==> config.mk <==
export PLATFORM = sky130hd
export DESIGN_NAME = fqkc_ctrl
export DESIGN_NICKNAME = d
export VERILOG_FILES = /design/src/design/fifo_queue_with_keyed_cancel_macros.svh /design/src/design/fqkc_pkg.sv /design/src/design/fqkc_ctrl.sv
export SDC_FILE = /design/constraint.sdc
export NUM_CORES = 1
export LEC_CHECK = 0
export BUFFER_PORTS_ARGS = -buffer_cell sky130_fd_sc_hd__buf_2
export CORE_MARGIN = 4
export CORE_UTILIZATION = 52
export DETAILED_ROUTE_END_ITERATION = 8
export PLACE_DENSITY = 0.83
export SYNTH_ARGS = -nofsm -noshare
export SYNTH_HDL_FRONTEND = slang
export SYNTH_SLANG_ARGS = --single-unit
==> constraint.sdc <==
create_clock -name clk -period 4.5 [get_ports clk]
set_clock_uncertainty 0.1 [all_clocks]
set_input_delay 0.45 -clock clk [delete_from_list [all_inputs] [get_ports clk]]
set_output_delay 0.45 -clock clk [all_outputs]
set_load 0.05 [all_outputs]
==> src/design/fifo_queue_with_keyed_cancel_macros.svh <==
// Assertion macros shared by the queue RTL.
// Included by modules that carry concurrent checks; no other dependencies.
`ifndef FIFO_QUEUE_WITH_KEYED_CANCEL_MACROS_SVH
`define FIFO_QUEUE_WITH_KEYED_CANCEL_MACROS_SVH

`ifndef SYNTHESIS
// Condition that must hold in the same cycle as the trigger.
`define FQKC_ASSERT_IMPL(lbl, clk, rstn, ante, cons, msg) \
  lbl: assert property (@(posedge clk) disable iff (!rstn) (ante) |-> (cons)) \
    else $error(msg);
// Condition that must hold in the cycle after the trigger.
`define FQKC_ASSERT_NEXT(lbl, clk, rstn, ante, cons, msg) \
  lbl: assert property (@(posedge clk) disable iff (!rstn) (ante) |=> (cons)) \
    else $error(msg);
`else
`define FQKC_ASSERT_IMPL(lbl, clk, rstn, ante, cons, msg)
`define FQKC_ASSERT_NEXT(lbl, clk, rstn, ante, cons, msg)
`endif

`endif

==> src/design/fqkc_pkg.sv <==
// Shared types and codes for the keyed-cancel queue.
// Used by fqkc_ctrl, fqkc_dpath and the top level; no dependencies.
package fqkc_pkg;

  localparam int KEY_W  = 37;
  localparam int TAG_W  = 16;
  localparam int TIME_W = 32;
  localparam int OCC_W  = 7;

  // Request codes carried on in_tuser
  typedef enum logic [1:0] {
    ACT_ENQ    = 2'd0,
    ACT_DEQ    = 2'd1,
    ACT_CANCEL = 2'd2,
    ACT_LIST   = 2'd3
  } action_t;

  // Result codes carried on out_tuser
  typedef enum logic [1:0] {
    ST_OK        = 2'd0,
    ST_EMPTY     = 2'd1,
    ST_FULL      = 2'd2,
    ST_NOT_FOUND = 2'd3
  } status_t;

  // One stored queue entry
  typedef struct packed {
    logic [TIME_W-1:0] arrival_time;
    logic [TAG_W-1:0]  record_tag;
    logic [KEY_W-1:0]  key;
  } entry_t;

  // Controller to datapath commands
  typedef struct packed {
    logic    req_load;     // latch the accepted request
    logic    idx_clr;      // walk index back to the head
    logic    idx_inc;      // advance walk index
    logic    rd_walk;      // read entry at walk index
    logic    wr_enq;       // store request at the tail, count up
    logic    wr_shift;     // move read entry one place toward the head
    logic    head_inc;     // drop the head slot
    logic    count_dec;    // one entry fewer
    logic    out_load;     // load the result register
    status_t out_status;
    logic    out_use_data; // result carries the read entry, else zeros
    logic    out_last;
  } dp_cmd_t;

  // Datapath to controller status
  typedef struct packed {
    logic empty;
    logic full;
    logic walk_end;   // walk index equals count
    logic walk_last;  // walk index is the tail entry
    logic key_match;  // read entry key equals request key
    logic out_free;   // result register can take a new result
  } dp_stat_t;

endpackage

==> src/design/fqkc_ctrl.sv <==
// Controller of the keyed-cancel queue: sequences enqueue, dequeue, cancel
// and list over the datapath. Depends on fqkc_pkg.
module fqkc_ctrl (
  input  logic               clk,
  input  logic               rst_n,
  input  logic               in_valid,
  input  logic [1:0]         in_action,
  output logic               in_ready,
  input  fqkc_pkg::dp_stat_t stat,
  output fqkc_pkg::dp_cmd_t  cmd
);

  typedef enum logic [3:0] {
    S_IDLE,
    S_ENQ,
    S_DEQ_RD,
    S_DEQ_POP,
    S_CAN_RD,
    S_CAN_CMP,
    S_SHIFT_RD,
    S_SHIFT_WR,
    S_LIST_RD,
    S_LIST_EMIT,
    S_RESP
  } state_t;

  state_t            state_r, state_nxt;
  fqkc_pkg::status_t resp_st_r, resp_st_nxt;
  logic              resp_data_r, resp_data_nxt;
  fqkc_pkg::action_t act;

  assign act = fqkc_pkg::action_t'(in_action);

  // Next state and datapath commands
  always_comb begin
    state_nxt     = state_r;
    resp_st_nxt   = resp_st_r;
    resp_data_nxt = resp_data_r;
    in_ready      = 1'b0;
    cmd           = '0;
    cmd.out_status = fqkc_pkg::ST_OK;
    case (state_r)
      S_IDLE: begin
        in_ready = 1'b1;
        if (in_valid) begin
          cmd.req_load  = 1'b1;
          cmd.idx_clr   = 1'b1;
          resp_data_nxt = 1'b0;
          case (act)
            fqkc_pkg::ACT_ENQ:    state_nxt = S_ENQ;
            fqkc_pkg::ACT_DEQ:    state_nxt = S_DEQ_RD;
            fqkc_pkg::ACT_CANCEL: state_nxt = S_CAN_RD;
            default:              state_nxt = S_LIST_RD;
          endcase
        end
      end
      S_ENQ: begin
        if (stat.full) begin
          resp_st_nxt = fqkc_pkg::ST_FULL;
        end else begin
          cmd.wr_enq  = 1'b1;
          resp_st_nxt = fqkc_pkg::ST_OK;
        end
        state_nxt = S_RESP;
      end
      S_DEQ_RD: begin
        if (stat.empty) begin
          resp_st_nxt = fqkc_pkg::ST_EMPTY;
          state_nxt   = S_RESP;
        end else begin
          cmd.rd_walk = 1'b1;
          state_nxt   = S_DEQ_POP;
        end
      end
      S_DEQ_POP: begin
        cmd.head_inc  = 1'b1;
        cmd.count_dec = 1'b1;
        resp_st_nxt   = fqkc_pkg::ST_OK;
        resp_data_nxt = 1'b1;
        state_nxt     = S_RESP;
      end
      // search from the head for the first matching key
      S_CAN_RD: begin
        if (stat.walk_end) begin
          resp_st_nxt = fqkc_pkg::ST_NOT_FOUND;
          state_nxt   = S_RESP;
        end else begin
          cmd.rd_walk = 1'b1;
          state_nxt   = S_CAN_CMP;
        end
      end
      S_CAN_CMP: begin
        cmd.idx_inc = 1'b1;
        state_nxt   = stat.key_match ? S_SHIFT_RD : S_CAN_RD;
      end
      // close the gap: each later entry moves one place toward the head
      S_SHIFT_RD: begin
        if (stat.walk_end) begin
          cmd.count_dec = 1'b1;
          resp_st_nxt   = fqkc_pkg::ST_OK;
          state_nxt     = S_RESP;
        end else begin
          cmd.rd_walk = 1'b1;
          state_nxt   = S_SHIFT_WR;
        end
      end
      S_SHIFT_WR: begin
        cmd.wr_shift = 1'b1;
        cmd.idx_inc  = 1'b1;
        state_nxt    = S_SHIFT_RD;
      end
      // list walks head to tail, one result per entry
      S_LIST_RD: begin
        if (stat.walk_end) begin
          resp_st_nxt = fqkc_pkg::ST_EMPTY;
          state_nxt   = S_RESP;
        end else begin
          cmd.rd_walk = 1'b1;
          state_nxt   = S_LIST_EMIT;
        end
      end
      S_LIST_EMIT: begin
        if (stat.out_free) begin
          cmd.out_load     = 1'b1;
          cmd.out_status   = fqkc_pkg::ST_OK;
          cmd.out_use_data = 1'b1;
          cmd.out_last     = stat.walk_last;
          cmd.idx_inc      = 1'b1;
          state_nxt        = stat.walk_last ? S_IDLE : S_LIST_RD;
        end
      end
      S_RESP: begin
        if (stat.out_free) begin
          cmd.out_load     = 1'b1;
          cmd.out_status   = resp_st_r;
          cmd.out_use_data = resp_data_r;
          cmd.out_last     = 1'b1;
          state_nxt        = S_IDLE;
        end
      end
      default: begin
        state_nxt = S_IDLE;
      end
    endcase
  end

  // State and registered response code
  always_ff @(posedge clk) begin
    if (!rst_n) begin
      state_r     <= S_IDLE;
      resp_st_r   <= fqkc_pkg::ST_OK;
      resp_data_r <= 1'b0;
    end else begin
      state_r     <= state_nxt;
      resp_st_r   <= resp_st_nxt;
      resp_data_r <= resp_data_nxt;
    end
  end

endmodule

==> results.yml, run 1 <==
route:
  first_pass_iters: 4
  post_drt_via_cell_ratio: 6.21
  wl_um: 1820
  wl_per_cell_um: 13.8
  final_antenna_net_count: 0
  drt_iter0_drc: 49
  drcViolationCount: 0
  num_vias: 820
pwr:
  power_density_mw_per_mm2: 738
  leakagePower_nw: 0.378
  ir_worst_vdd_mv: 0.610
  power_frac_comb_pct: 65.3
  p_switching_w: 0.000346
  power_frac_clock_pct: 9.7
  swShare_pct: 57.3
  total_power_w: 0.000604
  p_seq_share_pct: 25.0
  p_int_w: 0.000258
finish:
  syn2layout_area_growth_pct: 14.5
  post-route-util_pct: 63.0
  antenna_cells: 0
  drive_gt1_share_pct: 29.1
  layout.nets: 129
  layout_commonest_cell: "buf_2"
  n_fill_cell: 117
  layout_common_cells: "24 x buf_2, 9 x nor2_1, 9 x a21oi_1"
  final_area_um2: 820
floorplan:
  rows: 13
  dieArea_mm2: 0.00203
  die_x_um: 45.1
  core_area_mm2: 0.00130
  die_y_um: 45.1
  pin_count: 25
  start_util_pct: 55.0
synth:
  synth_fa_ha_area_share_pct: 0
  synth_top_area_share_pct: 19.6
  synthesis.nets: 110
  avgSynthCellArea_um2: 7.23
  synth_area_leader_cell: "dfxtp_1"
  yosysWarnings: 0
  ys_seq_elements: 7
  yosys.area_share.simple_pct: 34.8
  synthMuxAreaShare_pct: 1.40
  synth_xor_area_share_pct: 0
  yosysUniqueCellTypes: 41
  synth_area_um2: 716
  ys_top_cells_by_area: "dfxtp_1 20%, a21oi_1 6.3%, o21ai_0 4.9%"
  synth_compound_area_share_pct: 32.9
  synth_top_family_by_area: "simple AND/OR/NAND/NOR gates"
  synth.yosys.seq_area_share_pct: 19.6
  synth_cells: 99
worst_setup_path:
  cp.arrival_ps: 2180
  cp-end-kind: "output pin"
  critPathLaunchType: "flop"
  path_max_fanout: 19
  required_ps: 3950
  crit_type: "reg2out"
placement:
  preCtsSetupSlack_ps: 2120
  dp_hpwl_um: 1310
  gp_congestion: 0.876
  numPortBuffers: 24
  place_area_um2: 793
clocking:
  clockBufferDepth: 2
  cts_setup_buffers: 0
  cts_hold_repair.buffers: 0
  clk_pin_slew_ps: 50
  cts_sinks: 7
  htree_levels: 1
  cts-buffers-inserted: 3
  ctsResizeCount: 0
  worst_skew_pair.late_latency_ps: 250
  cts_tree: "done"
  clockRootBuffer: "clkbuf_4"
grt:
  grtUsageTotal_pct: 20.5
  globalRouteMet1Util_pct: 28.5
  grt_pass1_vias: 682
  grt_max_degree: 25
  grt_antenna_before_repair: 0
  grt_pass1_wl_um: 3080
  busiest_layer: "met2"
  use_met2_pct: 28.8
  grt_remaining_overflow: 0
  use_met3_pct: 5.58
timing:
  finalHoldViolations: 0
  final.setup.tns_ps: 0
  drv_slew: 0
  final.setup.worst_slack_ps: 1770
  rsz0062_at_grt: "no"
  relSlewSlack_pct: 52.8
  tightest_slew_ps: 707
  setup_viol: 0
  finalCritPeriodShare_pct: 60.6
  period_needed_ps: 2730
  max_freq_mhz: 366
status:
  status: "finished clean"
min_path:
  min_path_type: "reg2reg"
job:
  cap_violations: 0
-- worst paths after layout --
check	start	slack, ps	depth (start not counted)	endpoint
setup / recovery	state_r[1]	1770	4	cmd[9]
hold / removal	resp_st_r[1]	360	2	resp_st_r[1]
setup reg to reg	state_r[1]	2560	4	state_r[0]
hold reg to reg	resp_st_r[1]	360	2	resp_st_r[1]
-- cell families (layout without fill, tap and decap cells) --
| family | Yosys count | after routing |
|---|---|---|
| buf+inv | 15 | 33 |
| simple gates | 42 | 42 |
| mux | 1 | 1 |
| flops | 7 | 7 |
| compound gates | 34 | 34 |
-- metal layers --
metal	vias up	part of all wire [%]
li1	398	-
met1	371	45
met2	49	45
met3	2	10
met4	0	0.71
met5	-	0
-- area by class of cell --
cell class	count	area (um^2)	share of cell area, %
clock buffer	4	26.3	3.21
inverter	5	20.0	2.44
multi-input combinational	77	494	60.3
sequential	7	140	17.1
tap	15	18.8	2.29
timing repair buffer	24	120	14.7
-- registers in the layout, indices dropped and copies added, names as in the netlist --
name and flops:
resp_st_r 2, state_r 4, resp_data_r 1
-- synthesized netlist by cell type, drive strengths merged --
cell type and instances:
a21oi 9, nor2 9, o21ai 8, dfxtp 7
buf 5, clkbuf 5, nand2 5, and3 4
inv 4, nand2b 4, nor2b 4, nor3 4
nor3b 3, a211oi 2, a21o 2, a221oi 2
a22oi 2, nand3b 2, o21a 2, or4 2
a211o 1, a31oi 1, and2 1, and3b 1
clkinv 1, mux2i 1, nand3 1, nor4 1
nor4b 1, o2111ai 1, o211a 1, o221a 1
o31a 1, o32ai 1
-- critical path, stage by stage, from the launching register on --
cell and delay [ps]:
dfxtp_1 650, inv_1 210, or4_1 560, a21oi_1 200
buf_2 300
-- per-stage QoR --
stage	hold WS (ps)	cells
final	360	132
after detailed placement	357	128
after floorplan	330	99
after CTS	365	132
after global placement	350	128
after global routing	393	132
-- power by group through the flow --
| stage | combinational (W) | sequential [W] | clock, W |
|---|---|---|---|
| floorplan | 0.000407 | 0.0000969 | 0 |
| global placement | 0.000387 | 0.000146 | 0 |
| detailed placement | 0.000391 | 0.000149 | 0 |
| CTS | 0.000393 | 0.000147 | 0.0000622 |
| global route | 0.000427 | 0.000158 | 0.0000669 |
| finish | 0.000395 | 0.000151 | 0.0000587 |
No activity file was read; power rests on OpenSTA's default activity.
==> run 2, diff against run 1 <==
Settings changed: ABC_AREA from default to 1, CORE_UTILIZATION 52 to 42, PLACE_DENSITY 0.83 to 0.73.
Clock period 4.5 ns to 2.5 ns, I/O delays scaled along.
==> results.yml, run 2 <==
synth:
  ys_seq_elements: 7
  yosysUniqueCellTypes: 18
  synthesis.nets: 126
  synth_most_common_cell: "nand2_1"
  synth_edf_count: 0
  synth_common_cells: "36 x nand2_1, 16 x nor2_1, 14 x inv_1, 10 x nand3_1, 7 x dfxtp_1"
  synth_area_um2: 652
  async_flop_share_pct: 0
  ys_top_cells_by_area: "dfxtp_1 21%, nand2_1 21%, nor2_1 9.2%"
  synth_cells: 115
  synth.yosys.seq_area_share_pct: 21.5
  synth_top_area_share_pct: 21.5
  ys.flop_type: "dfxtp_1"
  avgSynthCellArea_um2: 5.67
  synth_area_leader_cell: "dfxtp_1"
  yosysWarnings: 0
finish:
  antenna_cells: 0
  syn2layout_area_growth_pct: 23.0
  n_fill_cell: 139
  largest_reg_flops: 4
  layout_commonest_cell: "nand2_1"
  drive_gt1_share_pct: 30.5
  layout.nets: 153
  layout_common_cells: "36 x nand2_1, 24 x buf_2, 16 x nor2_1"
  multi_input_area_um2: 433
  regMostFlops: "state_r"
  reg_top3: "state_r x4, resp_st_r x2, resp_data_r x1"
  layout.area.seq_um2: 140
route:
  final_antenna_net_count: 0
  first_pass_iters: 4
  dr_wl_met3_um: 129
  wl_um: 1770
  wl_met2_um: 850
  num_vias: 776
  drt_iter0_drc: 23
  wl_met1_um: 784
  drcViolationCount: 0
  wl_per_cell_um: 11.3
  top_layer: "met3"
  post_drt_via_cell_ratio: 4.97
timing:
  max_freq_mhz: 472
  rsz0062_at_grt: "no"
  drv_slew: 0
  finalHoldViolations: 0
  finalCritPeriodShare_pct: 84.7
  setup_viol: 0
  relSlewSlack_pct: 78.4
  tightest_slew_ps: 324
  period_needed_ps: 2120
  final.setup.worst_slack_ps: 383
  final.setup.tns_ps: 0
worst_setup_path:
  cp.arrival_ps: 1770
  r2r_slack_ps: 1010
  critPathLaunchType: "flop"
  cpLargestDelayFamily: "flip-flops"
  slowest_delay_ps: 500
  crit_buf_inv: 3
  required_ps: 2150
  cp-end-kind: "output pin"
  path_max_fanout: 7
  cp_slowest_cell: "dfxtp_1"
  crit_chain: "inv_1 -> nor2_1 -> nand2_1 -> inv_1 -> nand2_1 -> o21ai_0 -> buf_2"
  crit_type: "reg2out"
clocking:
  cts-buffers-inserted: 3
  cts_hold_repair.buffers: 0
  cts_setup_buffers: 0
  ctsResizeCount: 0
  cts_sinks: 7
  clk_pin_slew_ps: 50
  htree_levels: 1
  worst_skew_pair.late_latency_ps: 250
  clockBufferDepth: 2
  clockRootBuffer: "clkbuf_4"
  cts_tree: "done"
pwr:
  leakagePower_nw: 0.482
  total_power_w: 0.00106
  power_frac_clock_pct: 9.6
  ir_worst_vdd_mv: 0.871
  swShare_pct: 60.8
  p_seq_share_pct: 19.1
  p_switching_w: 0.000642
  p_int_w: 0.000414
  power_density_mw_per_mm2: 1320
  power_frac_comb_pct: 71.3
floorplan:
  rows: 13
  pin_count: 25
  core_area_mm2: 0.00138
  die_x_um: 47.4
  dieArea_mm2: 0.00225
  die_y_um: 47.4
  start_util_pct: 47.1
placement:
  dp_hpwl_um: 1440
  numPortBuffers: 24
  preCtsSetupSlack_ps: 686
  gp_congestion: 0.861
grt:
  grtUsageTotal_pct: 16.8
  grt_remaining_overflow: 0
  grt_pass1_wl_um: 2740
  grt_antenna_before_repair: 0
  grt_max_degree: 8
  grt_pass1_vias: 653
min_path:
  min_path_type: "in2reg"
status:
  status: "finished clean"
job:
  cap_violations: 0
-- run 2: changes by cell type in the layout (fill, tap and decap cells not counted), sizes merged, moves of 3 or more --
cell / change
nand2: +36
inv: +13
nor2: +12
nand3: +10
o21ai: -5
and3: -4
nand2b: -4
nor2b: -4
a21oi: -3
nor3b: -3
-- run 2: stage by stage --
step	std cells	area [um^2]	util, %	hold slack [ps]
3_5_place_dp	152	776	56.1	373
4_1_cts	156	802	58.0	169
5_1_grt	156	802	58.0	187
2_1_floorplan	115	652	-	276
6_report	156	802	58.0	168
3_3_place_gp	152	776	56.1	360
-- run 2: metal layers --
| layer | vias to the layer above | global-route usage (%) |
|---|---|---|
| li1 | 411 | - |
| met1 | 335 | 22.2 |
| met2 | 30 | 28.1 |
| met3 | 0 | 4.60 |
| met4 | 0 | 1.66 |
| met5 | - | 0 |
-- run 2: worst min-delay path, stage by stage --
cell,delay [ps]
buf_2,120
nand2_1,60
nor2_1,40
-- run 2: final cells by class --
type                            count  area share [%]
Clock buffer                        4            3.28
Multi-Input combinational cell     89            54.0
Inverter                           17            7.96
Sequential cell                     7            17.5
Timing Repair Buffer               24            15.0
Tap cell                           15            2.34
-- run 2: cells by family after synthesis --
family                 after synthesis  synth area share [%]
AND/OR/NAND/NOR                     77                  55.1
buffers and inverters               19                  12.1
AO/OA/AOI/OAI                       12                  11.3
flip-flops                           7                  21.5
-- run 2: power by group through the flow --
stage               clock (W)  combinational [W]  sequential [W]
global placement            0           0.000746        0.000201
CTS                  0.000102           0.000756        0.000201
global route         0.000109           0.000826        0.000206
floorplan                   0           0.000622        0.000192
finish               0.000101           0.000753        0.000202
detailed placement          0           0.000753        0.000204
-- run 2: final timing paths --
check | startpoint | end | depth (start not counted)
min | rst_n | resp_st_r[1] | 3
min reg2reg | resp_st_r[0] | resp_st_r[0] | 2
max | state_r[0] | cmd[1] | 7
max reg2reg | state_r[0] | state_r[3] | 7
